$ cat src/rtl/cfp_pkg.sv
// Shared types, constants and helpers for the command frame parser.
// No dependencies; imported by every module of the block.
`default_nettype none
package cfp_pkg;

  localparam int MaxPayload = 1024;
  localparam int NumClasses = 7;
  localparam int CountW = $clog2(MaxPayload + 1);

  localparam logic [2:0] CLS_IDENTIFY  = 3'd0;
  localparam logic [2:0] CLS_ERASE     = 3'd1;
  localparam logic [2:0] CLS_ERASE_ALL = 3'd2;
  localparam logic [2:0] CLS_WRITE     = 3'd3;
  localparam logic [2:0] CLS_READ      = 3'd4;
  localparam logic [2:0] CLS_RESET     = 3'd5;
  localparam logic [2:0] CLS_START     = 3'd6;

  localparam logic [1:0] ST_OK       = 2'd0;
  localparam logic [1:0] ST_BAD_LEN  = 2'd1;
  localparam logic [1:0] ST_BAD_SUM  = 2'd2;
  localparam logic [1:0] ST_OVERFLOW = 2'd3;

  localparam logic [2:0] REG_START_BYTE = 3'd0;

  localparam logic [15:0] ERASE_LEN_SHORT = 16'd4;
  localparam logic [15:0] ERASE_LEN_LONG  = 16'd8;
  localparam logic [15:0] RW_LEN          = 16'd6;

  typedef struct packed {
    logic [7:0]                 start_byte;
    logic [NumClasses-1:0][7:0] codes;
  } cfg_t;

  typedef struct packed {
    logic        kind;
    logic [7:0]  data_byte;
    logic [9:0]  byte_index;
    logic [2:0]  command_class;
    logic [15:0] frame_length;
    logic [1:0]  frame_status;
  } result_t;

  function automatic logic length_fits(input logic [2:0] cls, input logic [15:0] len);
    logic fits;
    unique case (cls)
      CLS_ERASE: fits = (len == ERASE_LEN_SHORT) || (len == ERASE_LEN_LONG);
      CLS_WRITE: fits = (len >= RW_LEN);
      CLS_READ:  fits = (len == RW_LEN);
      default:   fits = (len == 16'd0);
    endcase
    return fits;
  endfunction

endpackage
`default_nettype wire

$ cat src/rtl/cfp_regs.sv
// Configuration register file: start byte and the seven command codes.
// Depends on cfp_pkg.
`default_nettype none
module cfp_regs
  import cfp_pkg::*;
(
  input  wire logic       clk,
  input  wire logic       rst,
  input  wire logic       cfg_we,
  input  wire logic [2:0] cfg_index,
  input  wire logic [7:0] cfg_data,
  output cfg_t            cfg
);

  always_ff @(posedge clk) begin
    if (rst) begin
      cfg <= '0;
    end else if (cfg_we) begin
      if (cfg_index == REG_START_BYTE) begin
        cfg.start_byte <= cfg_data;
      end else begin
        cfg.codes[cfg_index - 3'd1] <= cfg_data;
      end
    end
  end

endmodule
`default_nettype wire

$ cat src/rtl/cfp_fsm.sv
// Frame state machine: hunt, command match, length, payload, checksum.
// Depends on cfp_pkg; fed by cfp_regs, drains into cfp_skid.
`default_nettype none
module cfp_fsm
  import cfp_pkg::*;
(
  input  wire logic       clk,
  input  wire logic       rst,
  input  wire cfg_t       cfg,
  input  wire logic       in_beat,
  input  wire logic [7:0] rx_byte,
  output logic            has_result,
  output result_t         result
);

  localparam logic [2:0] PH_HUNT   = 3'd0;
  localparam logic [2:0] PH_CODE   = 3'd1;
  localparam logic [2:0] PH_LEN_LO = 3'd2;
  localparam logic [2:0] PH_LEN_HI = 3'd3;
  localparam logic [2:0] PH_DATA   = 3'd4;
  localparam logic [2:0] PH_CHECK  = 3'd5;

  logic [2:0]        phase, phase_next;
  logic [7:0]        running_xor, running_xor_next;
  logic [2:0]        held_class, held_class_next;
  logic [15:0]       declared_length, declared_length_next;
  logic [CountW-1:0] received_count, received_count_next;
  logic              code_hit;
  logic [2:0]        code_class;
  logic [15:0]       count_inc;

  always_comb begin
    code_hit   = 1'b0;
    code_class = CLS_IDENTIFY;
    for (int i = NumClasses - 1; i >= 0; i--) begin
      if (cfg.codes[i] == rx_byte) begin
        code_hit   = 1'b1;
        code_class = 3'(i);
      end
    end
  end

  assign count_inc = 16'(received_count) + 16'd1;

  always_comb begin
    phase_next           = phase;
    running_xor_next     = running_xor;
    held_class_next      = held_class;
    declared_length_next = declared_length;
    received_count_next  = received_count;
    has_result           = 1'b0;
    result               = '0;
    unique case (phase)
      PH_HUNT: begin
        if (rx_byte == cfg.start_byte) begin
          running_xor_next = rx_byte;
          phase_next       = PH_CODE;
        end
      end
      PH_CODE: begin
        if (code_hit) begin
          held_class_next  = code_class;
          running_xor_next = running_xor ^ rx_byte;
          phase_next       = PH_LEN_LO;
        end else begin
          phase_next = PH_HUNT;
        end
      end
      PH_LEN_LO: begin
        declared_length_next = {8'd0, rx_byte};
        running_xor_next     = running_xor ^ rx_byte;
        phase_next           = PH_LEN_HI;
      end
      PH_LEN_HI: begin
        declared_length_next = {rx_byte, declared_length[7:0]};
        running_xor_next     = running_xor ^ rx_byte;
        received_count_next  = '0;
        if (declared_length_next > 16'(MaxPayload)) begin
          phase_next           = PH_HUNT;
          has_result           = 1'b1;
          result.kind          = 1'b1;
          result.command_class = held_class;
          result.frame_length  = declared_length_next;
          result.frame_status  = ST_OVERFLOW;
        end else if (declared_length_next != 16'd0) begin
          phase_next = PH_DATA;
        end else begin
          phase_next = PH_CHECK;
        end
      end
      PH_DATA: begin
        running_xor_next     = running_xor ^ rx_byte;
        received_count_next  = CountW'(count_inc);
        if (count_inc == declared_length) begin
          phase_next = PH_CHECK;
        end
        has_result           = 1'b1;
        result.kind          = 1'b0;
        result.data_byte     = rx_byte;
        result.byte_index    = received_count[9:0];
        result.command_class = held_class;
        result.frame_length  = declared_length;
        result.frame_status  = ST_OK;
      end
      PH_CHECK: begin
        phase_next           = PH_HUNT;
        has_result           = 1'b1;
        result.kind          = 1'b1;
        result.command_class = held_class;
        result.frame_length  = declared_length;
        if (running_xor != rx_byte) begin
          result.frame_status = ST_BAD_SUM;
        end else if (!length_fits(held_class, declared_length)) begin
          result.frame_status = ST_BAD_LEN;
        end else begin
          result.frame_status = ST_OK;
        end
      end
      default: begin
        phase_next = PH_HUNT;
      end
    endcase
  end

  always_ff @(posedge clk) begin
    if (rst) begin
      phase           <= PH_HUNT;
      running_xor     <= '0;
      held_class      <= '0;
      declared_length <= '0;
      received_count  <= '0;
    end else if (in_beat) begin
      phase           <= phase_next;
      running_xor     <= running_xor_next;
      held_class      <= held_class_next;
      declared_length <= declared_length_next;
      received_count  <= received_count_next;
    end
  end

endmodule
`default_nettype wire

$ cat src/rtl/cfp_skid.sv
// Output register with one skid entry; decouples input and output stalls.
// Depends on cfp_pkg.
`default_nettype none
module cfp_skid
  import cfp_pkg::*;
(
  input  wire logic    clk,
  input  wire logic    rst,
  input  wire logic    push,
  input  wire result_t push_data,
  output logic         in_ready,
  output logic         out_valid,
  input  wire logic    out_ready,
  output result_t      out_data
);

  logic    skid_valid;
  result_t skid_data;

  assign in_ready = !skid_valid;

  always_ff @(posedge clk) begin
    if (rst) begin
      out_valid  <= 1'b0;
      skid_valid <= 1'b0;
    end else if (!out_valid || out_ready) begin
      if (skid_valid) begin
        out_valid  <= 1'b1;
        skid_valid <= 1'b0;
      end else begin
        out_valid <= push;
      end
    end else if (push) begin
      skid_valid <= 1'b1;
    end
  end

  always_ff @(posedge clk) begin
    if (!out_valid || out_ready) begin
      out_data <= skid_valid ? skid_data : push_data;
    end else if (push) begin
      skid_data <= push_data;
    end
  end

endmodule
`default_nettype wire

$ cat src/rtl/command_frame_parser.sv
// Command frame parser top level: config registers, frame FSM, output skid.
// Depends on cfp_pkg, cfp_regs, cfp_fsm and cfp_skid.
//
// Takes one received byte per beat and hunts for the start byte, then a
// command byte matching one of seven codes, a little-endian 16-bit length,
// the payload and an XOR checksum byte. Each payload byte leaves as a beat
// with m_tuser low; the checksum byte, or a length above 1024, leaves a
// frame-end report with m_tuser high and a status. Every byte is handled in
// the cycle it is accepted and its result is registered, in the skid entry
// while the output stalls, so one byte per cycle is sustained; the only
// limit is the output side, whose register and single skid entry hold two
// results before s_tready drops. Write configuration only when idle.
`default_nettype none
module command_frame_parser
  import cfp_pkg::*;
(
  input  wire logic        clk,
  input  wire logic        rst,
  input  wire logic        cfg_we,
  input  wire logic [2:0]  cfg_index,
  input  wire logic [7:0]  cfg_data,
  input  wire logic        s_tvalid,
  output logic             s_tready,
  input  wire logic [7:0]  s_tdata,   // rx_byte
  output logic             m_tvalid,
  input  wire logic        m_tready,
  // data_byte, byte_index, command_class, frame_length, frame_status, zero pad
  output logic [39:0]      m_tdata,
  output logic             m_tuser    // out_kind
);

  cfg_t    cfg;
  logic    in_beat;
  logic    has_result;
  result_t result;
  result_t out_data;

  assign in_beat = s_tvalid && s_tready;

  cfp_regs u_regs (
    .clk       (clk),
    .rst       (rst),
    .cfg_we    (cfg_we),
    .cfg_index (cfg_index),
    .cfg_data  (cfg_data),
    .cfg       (cfg)
  );

  cfp_fsm u_fsm (
    .clk        (clk),
    .rst        (rst),
    .cfg        (cfg),
    .in_beat    (in_beat),
    .rx_byte    (s_tdata),
    .has_result (has_result),
    .result     (result)
  );

  cfp_skid u_skid (
    .clk       (clk),
    .rst       (rst),
    .push      (in_beat && has_result),
    .push_data (result),
    .in_ready  (s_tready),
    .out_valid (m_tvalid),
    .out_ready (m_tready),
    .out_data  (out_data)
  );

  assign m_tuser = out_data.kind;
  assign m_tdata = {1'b0, out_data.frame_status, out_data.frame_length,
                    out_data.command_class, out_data.byte_index, out_data.data_byte};

  a_reset_clears: assert property (@(posedge clk) rst |=> !m_tvalid)
    else $error("output valid after reset");

  a_payload_ok: assert property (@(posedge clk) disable iff (rst)
    (m_tvalid && !m_tuser) |-> (m_tdata[38:37] == ST_OK))
    else $error("payload beat with non-ok status");

  a_report_clean: assert property (@(posedge clk) disable iff (rst)
    (m_tvalid && m_tuser) |-> (m_tdata[17:0] == 18'd0))
    else $error("report beat carries data or index");

  a_stall_blocks: assert property (@(posedge clk) disable iff (rst)
    !s_tready |-> m_tvalid)
    else $error("input stalled with output empty");

endmodule
`default_nettype wire

$ cat config.mk
export PLATFORM = sky130hd
export DESIGN_NAME = command_frame_parser
export DESIGN_NICKNAME = d
export VERILOG_FILES = /design/src/rtl/cfp_pkg.sv /design/src/rtl/cfp_regs.sv /design/src/rtl/cfp_fsm.sv /design/src/rtl/cfp_skid.sv /design/src/rtl/command_frame_parser.sv
export SDC_FILE = /design/constraint.sdc
export NUM_CORES = 1
export LEC_CHECK = 0
export BUFFER_PORTS_ARGS = -buffer_cell sky130_fd_sc_hd__buf_2
export CAP_MARGIN = 20
export CORE_ASPECT_RATIO = 1.4
export CORE_UTILIZATION = 25
export DETAILED_ROUTE_END_ITERATION = 8
export SKIP_LAST_GASP = 1
export SLEW_MARGIN = 20
export SYNTH_ARGS = -nofsm -noshare
export SYNTH_HDL_FRONTEND = slang
export SYNTH_SLANG_ARGS = --single-unit
$ cat constraint.sdc
create_clock -name clk -period 6.3 [get_ports clk]
set_input_delay 0.315 -clock clk [delete_from_list [all_inputs] [get_ports clk]]
set_output_delay 0.315 -clock clk [all_outputs]
set_load 0.01 [all_outputs]
==> flow_metrics.tcl <==
set metrics [dict create \
    outcome "completed" \
    root_buffer "clkbuf_16" \
    holdPathStages 3 \
    drv_slew 0 \
    clkTransAtPathRegs_ns 0.09 \
    synthMuxAreaShare 0.121 \
    synthTopCellsByArea "edfxtp_1 26%, dfxtp_1 23%, mux2i_1 7.2%, mux2_2 4.9%, nor2_1 4.4%" \
    period_needed_ns 2.80 \
    final_antenna_net_count 0 \
    place_ws_ns 3.30 \
    grt_pass1_vias 6459 \
    cts_buffers 17 \
    synth_top_cell_area_share 0.259 \
    synth_top_cell_by_area "edfxtp_1" \
    critPathRequiredTime_ns 6.50 \
    dieArea_um2 37900 \
    synthAdderAreaFrac 0.00404 \
    path_max_fanout 11 \
    dr.pass1.iters 4 \
    clkLatencyLatePin_ns 0.44 \
    busiest_layer "met2" \
    worstPathArrival_ns 3.00 \
    slew_headroom 0.385 \
    hold_class "in2reg" \
    io_pins 67 \
    max-vdd-ir-drop_mv 0.169 \
    area_growth_pct 13.8 \
    crit_type "reg2reg" \
    grt_max_degree 83 \
    globalplace.congestion 0.889 \
    worstMarginPinSlew_ns 0.923 \
    drive_above_1_share 0.182 \
    synth_edf_count 80 \
    async_reset_ff_frac 0 \
    cts_tree "built" \
    end_kind "flop" \
    h-tree-depth 4 \
    grt_antenna_before_repair 0 \
    cts_sinks 187 \
    ys_ff_latch 187 \
    viasPerCell 4.79 \
    drt_iter0_drc 419 \
    grt_setup_unrepaired "false" \
    synthCells 896 \
    clock_tree.buffer_depth 2 \
    avgSynthCellArea_um2 10.4 \
    ys.flop_type "dfxtp_1" \
    design.core.area_um2 36700 \
    groute.layer.met1.usage 0.154 \
    synth_area_um2 9290 \
    hold_buffers 0 \
    synth_xor_area_frac 0.0796 \
    grt_pass1_wl_um 36400 \
    grt_use_met2 0.205 \
    nets 943 \
    finalCritPeriodShare 0.444 \
    grt-ovfl-total 0 \
    die_h_um 230 \
    fmax_ghz 0.357 \
    num_vias 6681 \
    synth_warnings 0 \
    yosysUniqueCellTypes 64 \
    remaining_drc_errors 0 \
    hold_violations 0 \
    routed_wl_um 22800 \
    drv_cap 0 \
    setup_viol 0 \
    dpl.hpwl_um 15500 \
    power_density_nw_per_um2 237 \
    synth_simple_gate_area_frac 0.169 \
    r2r_cells 6 \
    fin_tns_setup_ns 0 \
    start_kind "flop" \
    gr-usage-met3 0.0207 \
    post_cts_buffers 0 \
    synth_nets 923 \
    wl_per_cell_um 16.3 \
    worst_slack_ns 3.50 \
    portBuffers 65 \
    finClkSkew_ns 0.0151 \
    fp.dieW_um 165 \
    track_usage 0.124 \
    leakagePower_nw 4.24 \
    cts-resized-gates 0 \
    num_rows 83 \
    synth-compound-area-share 0.0965 \
    synth_top_family_by_area "simple AND/OR/NAND/NOR gates" \
    start_util 0.253 \
    fin_util 0.288 \
    diodes 0 \
    synth-seq-area-share 0.489 \
]
logic make-up (layout without fill, tap and decap cells):
family | Yosys count | after routing
and+or+nand+nor | 304 | 304
DFF | 187 | 187
AOI/OAI and AO/OA | 131 | 131
muxes | 107 | 107
buffers and inverters | 82 | 115
xor gates and xnor gates | 81 | 81
adders and majority gates | 3 | 3
other | 1 | 1
cell usage in the layout, fill, tap and decap left out, drive strengths merged, types with 2 or more instances in the layout:
master   instances
a2111oi         11
nor3            14
or3              3
nor4            16
mux2            40
o31a             8
o31ai            2
ha               3
nor2b           14
nand4b           2
mux2i           67
and2            13
and4             9
xnor2           45
nor3b            2
or4              4
dfxtp          107
clkbuf          17
inv             19
a211oi           3
and3            21
nand2b          10
xor2            36
a22o             7
o211ai           3
edfxtp          80
a22oi            2
nor4b            8
nor2           109
buf             74
nand3b           2
a21oi           36
nand2           39
or2              2
clkinv           5
nand3           19
nand4           16
o21ai           37
a31oi           11
metrics by stage:
stage | power, W | instances | instance area, µm² | hold WS (ns)
after floorplan | 0.00139 | 896 | 9290 | 0.457
after global placement | 0.00142 | 1364 | 9930 | 0.474
after detailed placement | 0.00142 | 1364 | 9930 | 0.477
after CTS | 0.00253 | 1396 | 10600 | 0.221
after global routing | 0.00259 | 1396 | 10600 | 0.272
final | 0.00251 | 1396 | 10600 | 0.256
final timing paths:
kind | from | to | slack (ns)
min reg2reg | u_fsm.declared_length[14] | u_fsm.declared_length[14] | 0.49
max | u_fsm.declared_length[6] | u_skid.out_data[18] | 3.50
max reg2reg | u_fsm.declared_length[6] | u_skid.out_data[18] | 3.50
min | s_tvalid | u_skid.skid_valid | 0.26
per-layer routing:
| layer | vias to the layer above | part of all wire |
|---|---|---|
| met3 | 43 | 0.038 |
| met2 | 165 | 0.49 |
| met5 | - | 0 |
| li1 | 3253 | - |
| met4 | 0 | 0.034 |
| met1 | 3220 | 0.44 |
power breakdown:
part / leakage [nW] / internal (W) / switching (W)
Combinational: 2.26 / 0.0000435 / 0.0000819
Clock: 0.302 / 0.000551 / 0.000563
Sequential: 1.68 / 0.00126 / 0.00000664
Total: 4.24 / 0.00186 / 0.000651
cell usage after synthesis, types with 2 or more instances:
library cell	number
a2111oi_0	2
a2111oi_2	9
a211oi_1	2
a21oi_1	36
a22o_1	7
a22oi_1	2
a31oi_1	11
and2_1	11
and3_1	21
and4_1	9
buf_1	12
buf_2	8
buf_4	6
buf_6	4
clkbuf_1	42
dfxtp_1	107
edfxtp_1	80
ha_1	3
inv_1	9
mux2_2	40
mux2i_1	67
nand2_1	39
nand2b_1	10
nand3_1	18
nand3b_1	2
nand4_1	16
nand4b_1	2
nor2_1	109
nor2b_1	14
nor3_1	12
nor3_2	2
nor3b_1	2
nor4_1	16
nor4b_1	8
o211ai_1	3
o21ai_0	36
o31a_1	8
o31ai_1	2
or2_2	2
or3_1	3
or4_1	3
xnor2_1	45
xor2_1	32
xor2_2	4
state kept, by name, indices dropped and copies added (netlist names):
name                   flops
u_fsm.running_xor          8
u_regs.cfg                64
u_fsm.held_class           3
u_fsm.received_count      11
u_fsm.phase                3
u_skid.out_data           40
u_skid.skid_valid          1
u_skid.skid_data          40
u_skid.out_valid           1
u_fsm.declared_length     16
critical path, stage by stage (launching register included):
cell      delay, ns
dfxtp_1        0.44
nor4_1         0.64
a31oi_1        0.19
o21ai_0        0.45
nand2b_1       0.30
and2_1         0.27
mux2_2         0.27
area by class of cell:
cell class	instances	area, µm²
clock buffer	17	425
clock inverter	15	199
fill	3819	26100
inverter	9	33.8
multi-input combinational	627	4380
sequential	187	4540
tap	467	584
timing repair buffer	74	395
No activity file was read; power rests on OpenSTA's default activity.
